==> config.mk <==
export PLATFORM = sky130hd
export DESIGN_NAME = ssem_processor_step_core
export DESIGN_NICKNAME = d
export VERILOG_FILES = /design/src/rtl/core/ssem_pkg.sv /design/src/rtl/core/ssem_machine.sv /design/src/rtl/core/ssem_processor_step_core.sv
export SDC_FILE = /design/constraint.sdc
export NUM_CORES = 2
export LEC_CHECK = 0
export BUFFER_PORTS_ARGS = -buffer_cell sky130_fd_sc_hd__buf_2
export CAP_MARGIN = 20
export CORE_ASPECT_RATIO = 1.1
export CORE_MARGIN = 8
export CORE_UTILIZATION = 45
export DETAILED_ROUTE_END_ITERATION = 8
export HOLD_SLACK_MARGIN = 0.05
export SETUP_SLACK_MARGIN = 0.1
export SYNTH_ARGS = -nofsm -noshare
export SYNTH_HDL_FRONTEND = slang
export SYNTH_SLANG_ARGS = --single-unit
==> constraint.sdc <==
create_clock -name clk_i -period 21 [get_ports clk_i]
set_clock_uncertainty 0.05 [all_clocks]
set_input_delay 2.1 -clock clk_i [delete_from_list [all_inputs] [get_ports clk_i]]
set_output_delay 2.1 -clock clk_i [all_outputs]
set_load 0.01 [all_outputs]
==> src/rtl/core/ssem_pkg.sv <==
// ----------------------------------------------------------------------------
// SSEM step core package
// Shared types and constants for the small-scale experimental machine core.
// ----------------------------------------------------------------------------
package ssem_pkg;

  // Store geometry and instruction layout.
  localparam int unsigned StoreLines = 32;
  localparam int unsigned LineW      = 5;
  localparam int unsigned WordW      = 32;
  localparam int unsigned OpcodeLsb  = 13;
  localparam int unsigned OpcodeW    = 3;

  // Function requested by one input transaction.
  typedef enum logic [1:0] {
    FuncWrite = 2'd0,
    FuncRead  = 2'd1,
    FuncStep  = 2'd2,
    FuncClear = 2'd3
  } func_e;

  // Instruction opcodes. Subtract is decoded from two codes.
  typedef enum logic [OpcodeW-1:0] {
    OpJmp  = 3'd0,
    OpJrp  = 3'd1,
    OpLdn  = 3'd2,
    OpSto  = 3'd3,
    OpSub  = 3'd4,
    OpSubB = 3'd5,
    OpCmp  = 3'd6,
    OpStp  = 3'd7
  } opcode_e;

  // One input transaction as held in the input register.
  typedef struct packed {
    func_e              func;
    logic [LineW-1:0]   line_address;
    logic [WordW-1:0]   word_data;
  } item_t;

  // One result transaction as held in the result register.
  typedef struct packed {
    logic [WordW-1:0]   read_word;
    logic [WordW-1:0]   acc_value;
    logic [LineW-1:0]   counter_value;
    logic               halted;
    logic               executed;
  } result_t;

endpackage

==> src/rtl/core/ssem_machine.sv <==
// ----------------------------------------------------------------------------
// SSEM machine state and execute logic
// Holds the store, accumulator, counter and flags, and applies one item per
// fire strobe in a single pass of combinational logic.
// ----------------------------------------------------------------------------
module ssem_machine (
  input  logic             clk_i,
  input  logic             rst_ni,
  input  logic             fire_i,
  input  ssem_pkg::item_t  item_i,
  output ssem_pkg::result_t result_o
);

  logic [ssem_pkg::WordW-1:0] store_q [ssem_pkg::StoreLines];
  logic [ssem_pkg::WordW-1:0] store_d [ssem_pkg::StoreLines];
  logic [ssem_pkg::WordW-1:0] acc_q, acc_d;
  logic [ssem_pkg::LineW-1:0] pc_q, pc_d;
  logic                       skip_q, skip_d;
  logic                       stop_q, stop_d;

  logic [ssem_pkg::LineW-1:0] pc_skip;
  logic [ssem_pkg::LineW-1:0] pc_fetch;
  logic [ssem_pkg::WordW-1:0] instr;
  logic [ssem_pkg::LineW-1:0] operand;
  ssem_pkg::opcode_e          opcode;
  logic [ssem_pkg::WordW-1:0] value;
  logic [ssem_pkg::WordW-1:0] read_word;
  logic                       executed;

  // Fetch path: skip advance, increment, instruction and operand lookup.
  always_comb begin
    pc_skip  = pc_q + ssem_pkg::LineW'(skip_q);
    pc_fetch = pc_skip + ssem_pkg::LineW'(1);
    instr    = store_q[pc_fetch];
    operand  = instr[ssem_pkg::LineW-1:0];
    opcode   = ssem_pkg::opcode_e'(instr[ssem_pkg::OpcodeLsb +: ssem_pkg::OpcodeW]);
    value    = store_q[operand];
  end

  // Next state for the item in the input register.
  always_comb begin
    store_d   = store_q;
    acc_d     = acc_q;
    pc_d      = pc_q;
    skip_d    = skip_q;
    stop_d    = stop_q;
    read_word = '0;
    executed  = 1'b0;
    case (item_i.func)
      ssem_pkg::FuncWrite: begin
        store_d[item_i.line_address] = item_i.word_data;
      end
      ssem_pkg::FuncRead: begin
        read_word = store_q[item_i.line_address];
      end
      ssem_pkg::FuncStep: begin
        // A halted machine ignores steps.
        if (!stop_q) begin
          executed = 1'b1;
          skip_d   = 1'b0;
          pc_d     = pc_fetch;
          case (opcode)
            ssem_pkg::OpJmp:  pc_d = value[ssem_pkg::LineW-1:0];
            ssem_pkg::OpJrp:  pc_d = pc_fetch + value[ssem_pkg::LineW-1:0];
            ssem_pkg::OpLdn:  acc_d = '0 - value;
            ssem_pkg::OpSto:  store_d[operand] = acc_q;
            ssem_pkg::OpSub:  acc_d = acc_q - value;
            ssem_pkg::OpSubB: acc_d = acc_q - value;
            ssem_pkg::OpCmp: begin
              if (acc_q[ssem_pkg::WordW-1]) begin
                skip_d = 1'b1;
              end
            end
            ssem_pkg::OpStp:  stop_d = 1'b1;
            default: ;
          endcase
        end
      end
      ssem_pkg::FuncClear: begin
        for (int i = 0; i < ssem_pkg::StoreLines; i++) begin
          store_d[i] = '0;
        end
        acc_d  = '0;
        pc_d   = '0;
        skip_d = 1'b0;
        stop_d = 1'b0;
      end
      default: ;
    endcase
  end

  // Result reports the state after this item.
  always_comb begin
    result_o.read_word     = read_word;
    result_o.acc_value     = acc_d;
    result_o.counter_value = pc_d;
    result_o.halted        = stop_d;
    result_o.executed      = executed;
  end

  // Machine registers, updated once per processed item.
  always_ff @(posedge clk_i or negedge rst_ni) begin
    if (!rst_ni) begin
      for (int i = 0; i < ssem_pkg::StoreLines; i++) begin
        store_q[i] <= '0;
      end
      acc_q  <= '0;
      pc_q   <= '0;
      skip_q <= 1'b0;
      stop_q <= 1'b0;
    end else if (fire_i) begin
      store_q <= store_d;
      acc_q   <= acc_d;
      pc_q    <= pc_d;
      skip_q  <= skip_d;
      stop_q  <= stop_d;
    end
  end

endmodule

==> src/rtl/core/ssem_processor_step_core.sv <==
// ----------------------------------------------------------------------------
// SSEM processor step core
// Top level: input register, machine and result register with stall control.
// ----------------------------------------------------------------------------
// Usage:
// Each input transaction (func_i, line_address_i, word_data_i) writes a store
// line, reads a store line, executes one instruction or clears the machine.
// Every input transaction yields exactly one result transaction carrying the
// read word, the accumulator, the counter and the halted and executed flags.
// A transaction moves on a channel at a rising edge with valid high and stall
// low. An accepted item sits in the input register until the result register
// is free or being taken, and is then processed into the result register,
// from which the result shows on the outputs and can be taken.
// One item per cycle is sustained while the receiver does not stall; the path
// from input register to result register (counter increment, two 32-way
// store reads and one 32-bit subtract) sets the cycle time.
// While the receiver stalls, the result holds and one more item may wait in
// the input register; beyond that in_stall_o is raised.
// Reset empties both registers and sets the store, accumulator, counter and
// flags to zero; the block takes items as soon as reset is released.
// ----------------------------------------------------------------------------
module ssem_processor_step_core (
  input  logic               clk_i,
  input  logic               rst_ni,
  input  logic               in_valid_i,
  output logic               in_stall_o,
  input  logic [1:0]         func_i,
  input  logic [4:0]         line_address_i,
  input  logic [31:0]        word_data_i,
  output logic               out_valid_o,
  input  logic               out_stall_i,
  output logic [31:0]        read_word_o,
  output logic signed [31:0] acc_value_o,
  output logic [4:0]         counter_value_o,
  output logic               halted_o,
  output logic               executed_o
);

  ssem_pkg::item_t   item_q;
  logic              item_valid_q;
  ssem_pkg::result_t result_d, result_q;
  logic              out_valid_q;
  logic              advance;
  logic              accept;

  // The held item moves on when the result register is free or being taken.
  assign advance    = item_valid_q && (!out_valid_q || !out_stall_i);
  assign in_stall_o = item_valid_q && !advance;
  assign accept     = in_valid_i && !in_stall_o;

  // Input register control.
  always_ff @(posedge clk_i or negedge rst_ni) begin
    if (!rst_ni) begin
      item_valid_q <= 1'b0;
    end else if (accept) begin
      item_valid_q <= 1'b1;
    end else if (advance) begin
      item_valid_q <= 1'b0;
    end
  end

  // Input register payload.
  always_ff @(posedge clk_i) begin
    if (accept) begin
      item_q.func         <= ssem_pkg::func_e'(func_i);
      item_q.line_address <= line_address_i;
      item_q.word_data    <= word_data_i;
    end
  end

  // Machine state and execute logic.
  ssem_machine u_machine (
    .clk_i    (clk_i),
    .rst_ni   (rst_ni),
    .fire_i   (advance),
    .item_i   (item_q),
    .result_o (result_d)
  );

  // Result register control.
  always_ff @(posedge clk_i or negedge rst_ni) begin
    if (!rst_ni) begin
      out_valid_q <= 1'b0;
    end else if (advance) begin
      out_valid_q <= 1'b1;
    end else if (!out_stall_i) begin
      out_valid_q <= 1'b0;
    end
  end

  // Result register payload.
  always_ff @(posedge clk_i) begin
    if (advance) begin
      result_q <= result_d;
    end
  end

  assign out_valid_o     = out_valid_q;
  assign read_word_o     = result_q.read_word;
  assign acc_value_o     = $signed(result_q.acc_value);
  assign counter_value_o = result_q.counter_value;
  assign halted_o        = result_q.halted;
  assign executed_o      = result_q.executed;

endmodule

==> flow_results.org <==
** Outcome
- The run finished with clean final reports.

** Worst setup path
- STA classifies the critical path endpoint as a register.
- Maximum fanout along the worst path :: 96
- Master of the slowest instance on the critical path :: sky130_fd_sc_hd__buf_4
- Minimum setup slack among reg-to-reg paths :: 9.50 ns
- For the worst setup path, the data arrival time is 12.17 ns.
- RR Endpoint :: u_machine.acc_q[31]$_DFFE_PN0P_
- Peak per-stage delay on the critical path :: 0.91 ns
- Counting cells, the worst reg-to-reg path comes to 30.
- The startpoint identified for the worst register-to-register timing path is u_machine.skip_q$_DFFE_PN0P_.
- STA classifies the critical path startpoint as a register.
- At the worst endpoint, the required time is 21.68 ns.
- Crit. Startpoint :: u_machine.skip_q$_DFFE_PN0P_
- The setup path with the least slack is of type reg -> reg.
- Worst setup path endpoint :: u_machine.acc_q[31]$_DFFE_PN0P_

** Yosys
- sky130_fd_sc_hd__dfrtp_1 takes more of the synthesized area than any other cell.
- Yosys attributes the largest share of cell area to sky130_fd_sc_hd__dfrtp_1 (38%), sky130_fd_sc_hd__mux4_2 (10%), sky130_fd_sc_hd__nand2_1 (9.0%).
- Of the synthesized area, sequential elements account for 0.429.
- The synthesized design contains 1175 register bits.
- For this run, the leading register cell type out of synthesis is sky130_fd_sc_hd__dfrtp_1.
- Counting every instance in the synthesized netlist gives 7872.
- Synthesized cell area :: 0.0698 sq mm
- The synthesized design contains 110 enable-type register cells.
- Top-area cell type share of the netlist area :: 0.382
- Unique cell type count in the Yosys netlist :: 90
- When the netlist entered floorplanning its net count stood at 7955.
- Of all flip-flops after synthesis, the portion carrying an async set or reset was 0.906.
- Dominant cell by count in the synthesized netlist :: sky130_fd_sc_hd__nand2_1
- Warning count from the yosys run :: 0
- After synthesis, the mean cell area works out to approximately 9 sq um.
- Most instantiated cells after synthesis :: sky130_fd_sc_hd__nand2_1 (1681), sky130_fd_sc_hd__a21oi_1 (1097), sky130_fd_sc_hd__dfrtp_1 (1065)

** Routing
- The routed design uses about 57000 microns of met3 wire.
- Routed length on met2 :: 146000 microns
- Remaining number of nets flagged by the antenna check after routing :: 0
- Wire length per cell :: 37.6 microns
- Wirelength, routed :: 363000 microns
- First-iteration detailed-routing DRC count :: 12900
- Via count normalized by instance count :: 7.28
- Top layer reached by signal wires :: met5
- Number of optimization iterations in the first detailed-route pass :: 9
- Vias post-DR :: slightly above 70000
- Wl on met1 :: 125000 microns
- In the routed design, unresolved DRC markers number 0.

** Clock tree
- Clock-pin slew was measured on the worst setup and hold paths at around 0.070 ns.
- Insertion delay to the later sink of the worst-skew pair :: 0.83 ns
- Number of cells upsized or downsized after cts :: 0
- Number of H-tree levels :: 4
- Post-CTS Setup Bufs :: 0
- The tree is rooted in a sky130_fd_sc_hd__clkbuf_16.
- No sink is reached through more buffers than the 3 on the longest clock path.
- In this run, post-CTS hold repair placed 0 buffers.
- TritonCTS clock tree :: done
- The number of clock buffers added by TritonCTS is 138.
- Number of clock sinks :: 1175

** Placed design
- Cell total after placement :: 9384
- Before CTS, the worst setup slack after placement is 10.11 ns.
- In this run the cell area measured after placement is 0.0717 sq mm.
- HPWL after detailed placement :: 205000 microns
- Routability cong. :: between 1 and 1.5
- During placement, the flow inserted port buffers numbering about 120.

** Power and ir drop
- The internal portion of the total power is 0.00734 W.
- In this run the power spent charging and discharging nets is 0.00799 W.
- LEAKAGE :: about 30 nW
- Part of the power in the clock network :: 0.164
- Combinational fraction of design power :: 0.594
- Peak ir drop on the vdd network :: around 0.21 mV
- Power spread over the standard cell area amounts to 201 mW/mm^2.
- Of the total power, the share spent switching nets is 0.521.
- The share of total power dissipated in sequential elements is 0.243.

** Global route
- Overall routing resource usage :: 0.418
- Sum of overflow across all layers after global routing :: 0
- Entering global routing, the biggest net connects 163 pins.
- The first global-routing pass estimated 505000 microns of wire.
- The number of antenna violations at the first check in global routing is 38.
- Via count of the first global-routing pass :: between 60000 and 70000

** Hold path
- The path class of the tightest hold or removal check is reg -> reg.
- The worst hold path passes through 2 cells.

** Finish
- Total non-filler cell area in the finished layout :: 0.0764 sq mm
- The net count of the finished layout is 7544.
- Util after Layout :: 0.496
- For this run, the number of standard cells in the final layout without fillers is 9663.
- Fill cells in the final layout number 14300.
- Of the cells placed in the final design, the portion with a size suffix greater than 1 is 0.144.
- Layout area overhead :: 9.51%
- Across the whole layout, storage elements account for 0.0300 sq mm.
- Area taken by multi-input logic gates :: between 0.03 and 0.04 sq mm

** Floorplan
- Count of boundary I/O pins :: 116
- Area of the core region :: about 0.15 sq mm
- Horizontal extent of the die :: 391 microns
- Chip height :: 429 microns
- Std-Cell Rows :: 151
- The die covers 0.168 sq mm.
- Initial core utilization :: 0.453

** STA
- Setup violations remaining at the end of the flow were counted as 0.
- Maximum clock frequency :: 87.0 MHz
- Hold violation count in the final report :: 0
- The worst pin sits at a relative slew slack of 0.190.
- Setup repair after global routing left no endpoint under its margin.
- The number of pins exceeding their max-slew limit in the final report is 0.
- Post-route setup slack :: between 9 and 10 ns
- Adding up every negative setup slack in the final design gives 0 ns.
- After layout, the minimum clock period comes to 11.50 ns.
- Slew @ Worst Pin :: 1.21 ns
- Tcrit/Tclk final :: 0.547

** Job
- Max-cap violations in this run came to 0.
[cells by family after synthesis]
| family | count (synthesis) | synth area share |
|---|---|---|
| AOI/OAI and AO/OA | 3083 | 0.250 |
| and+or+nand+nor | 2225 | 0.138 |
| DFF | 1175 | 0.429 |
| buffers and inverters | 935 | 0.0568 |
| muxes | 386 | 0.115 |
| adders and majority gates | 40 | 0.00739 |
| xor gates and xnor gates | 28 | 0.00379 |
[how the worst min path moves through the flow]
stage	start	end	slack, ns
6_report	register	register	0.45
5_1_grt	item_valid_q$_DFFE_PN0P_	out_valid_o$_DFFE_PN0P_	0.46
4_1_cts	u_machine.skip_q$_DFFE_PN0P_	u_machine.skip_q$_DFFE_PN0P_	0.45
3_5_place_dp	u_machine.skip_q$_DFFE_PN0P_	u_machine.skip_q$_DFFE_PN0P_	0.43
3_3_place_gp	item_valid_q$_DFFE_PN0P_	out_valid_o$_DFFE_PN0P_	0.42
2_1_floorplan	item_valid_q$_DFFE_PN0P_	out_valid_o$_DFFE_PN0P_	0.40
[power by group through the flow]
stage / Combinational (W) / Sequential, W / Clock, W
2_1_floorplan: 0.00581 / 0.00346 / 0
3_3_place_gp: 0.00852 / 0.00369 / 0
3_5_place_dp: 0.00861 / 0.00371 / 0
4_1_cts: 0.00864 / 0.00367 / 0.00251
5_1_grt: 0.00944 / 0.00377 / 0.00260
6_report: 0.00910 / 0.00372 / 0.00251
[metrics by stage]
step	power, W	hold WS [ns]
after floorplan	0.00926	0.399
after global placement	0.0122	0.423
after detailed placement	0.0123	0.434
after CTS	0.0148	0.448
after global routing	0.0158	0.464
final	0.0153	0.451
[worst max-delay path: cells and delay by family (launching register included)]
kind / cells / cell delay (ns)
buf+inv: 6 / 3.27
simple gates: 6 / 2.28
xor+xnor: 2 / 1.10
compound gates: 11 / 2.55
flops: 1 / 0.39
fa+ha+maj: 3 / 0.75
mux: 2 / 0.83
[layout by cell type (no fill, tap or decap), drive strengths merged, types with 12 or more instances in the layout]
cell type,instances
a21oi,1098
nand2b,21
o21ai,1131
a31oi,248
nor2b,46
a22o,43
and2,253
or4,25
mux4,325
xnor2,14
clkinv,32
clkbuf,203
o211ai,13
inv,41
nor2,73
nand3,60
xor2,14
diode,26
mux2,27
a22oi,87
edfxtp,110
nor3,12
a211oi,219
mux2i,34
buf,347
dfrtp,1065
ha,38
a221oi,39
a21o,25
nand2,1681
o22ai,121
[per-layer routing]
metal / GRT usage / up-vias
met5: 0.00202 / -
met4: 0.332 / 4
met3: 0.180 / 1770
met2: 0.563 / 6753
met1: 0.517 / 34300
li1: - / 27600
[area by class of cell]
class                      count  area share
antenna                       26    0.000852
sequential                  1175       0.392
clock buffer                 203      0.0535
clock inverter                48     0.00647
multi-input combinational   5762       0.479
timing repair buffer         347      0.0326
inverter                      37     0.00183
tap                         2065      0.0338
No activity file was read; power rests on OpenSTA's default activity.
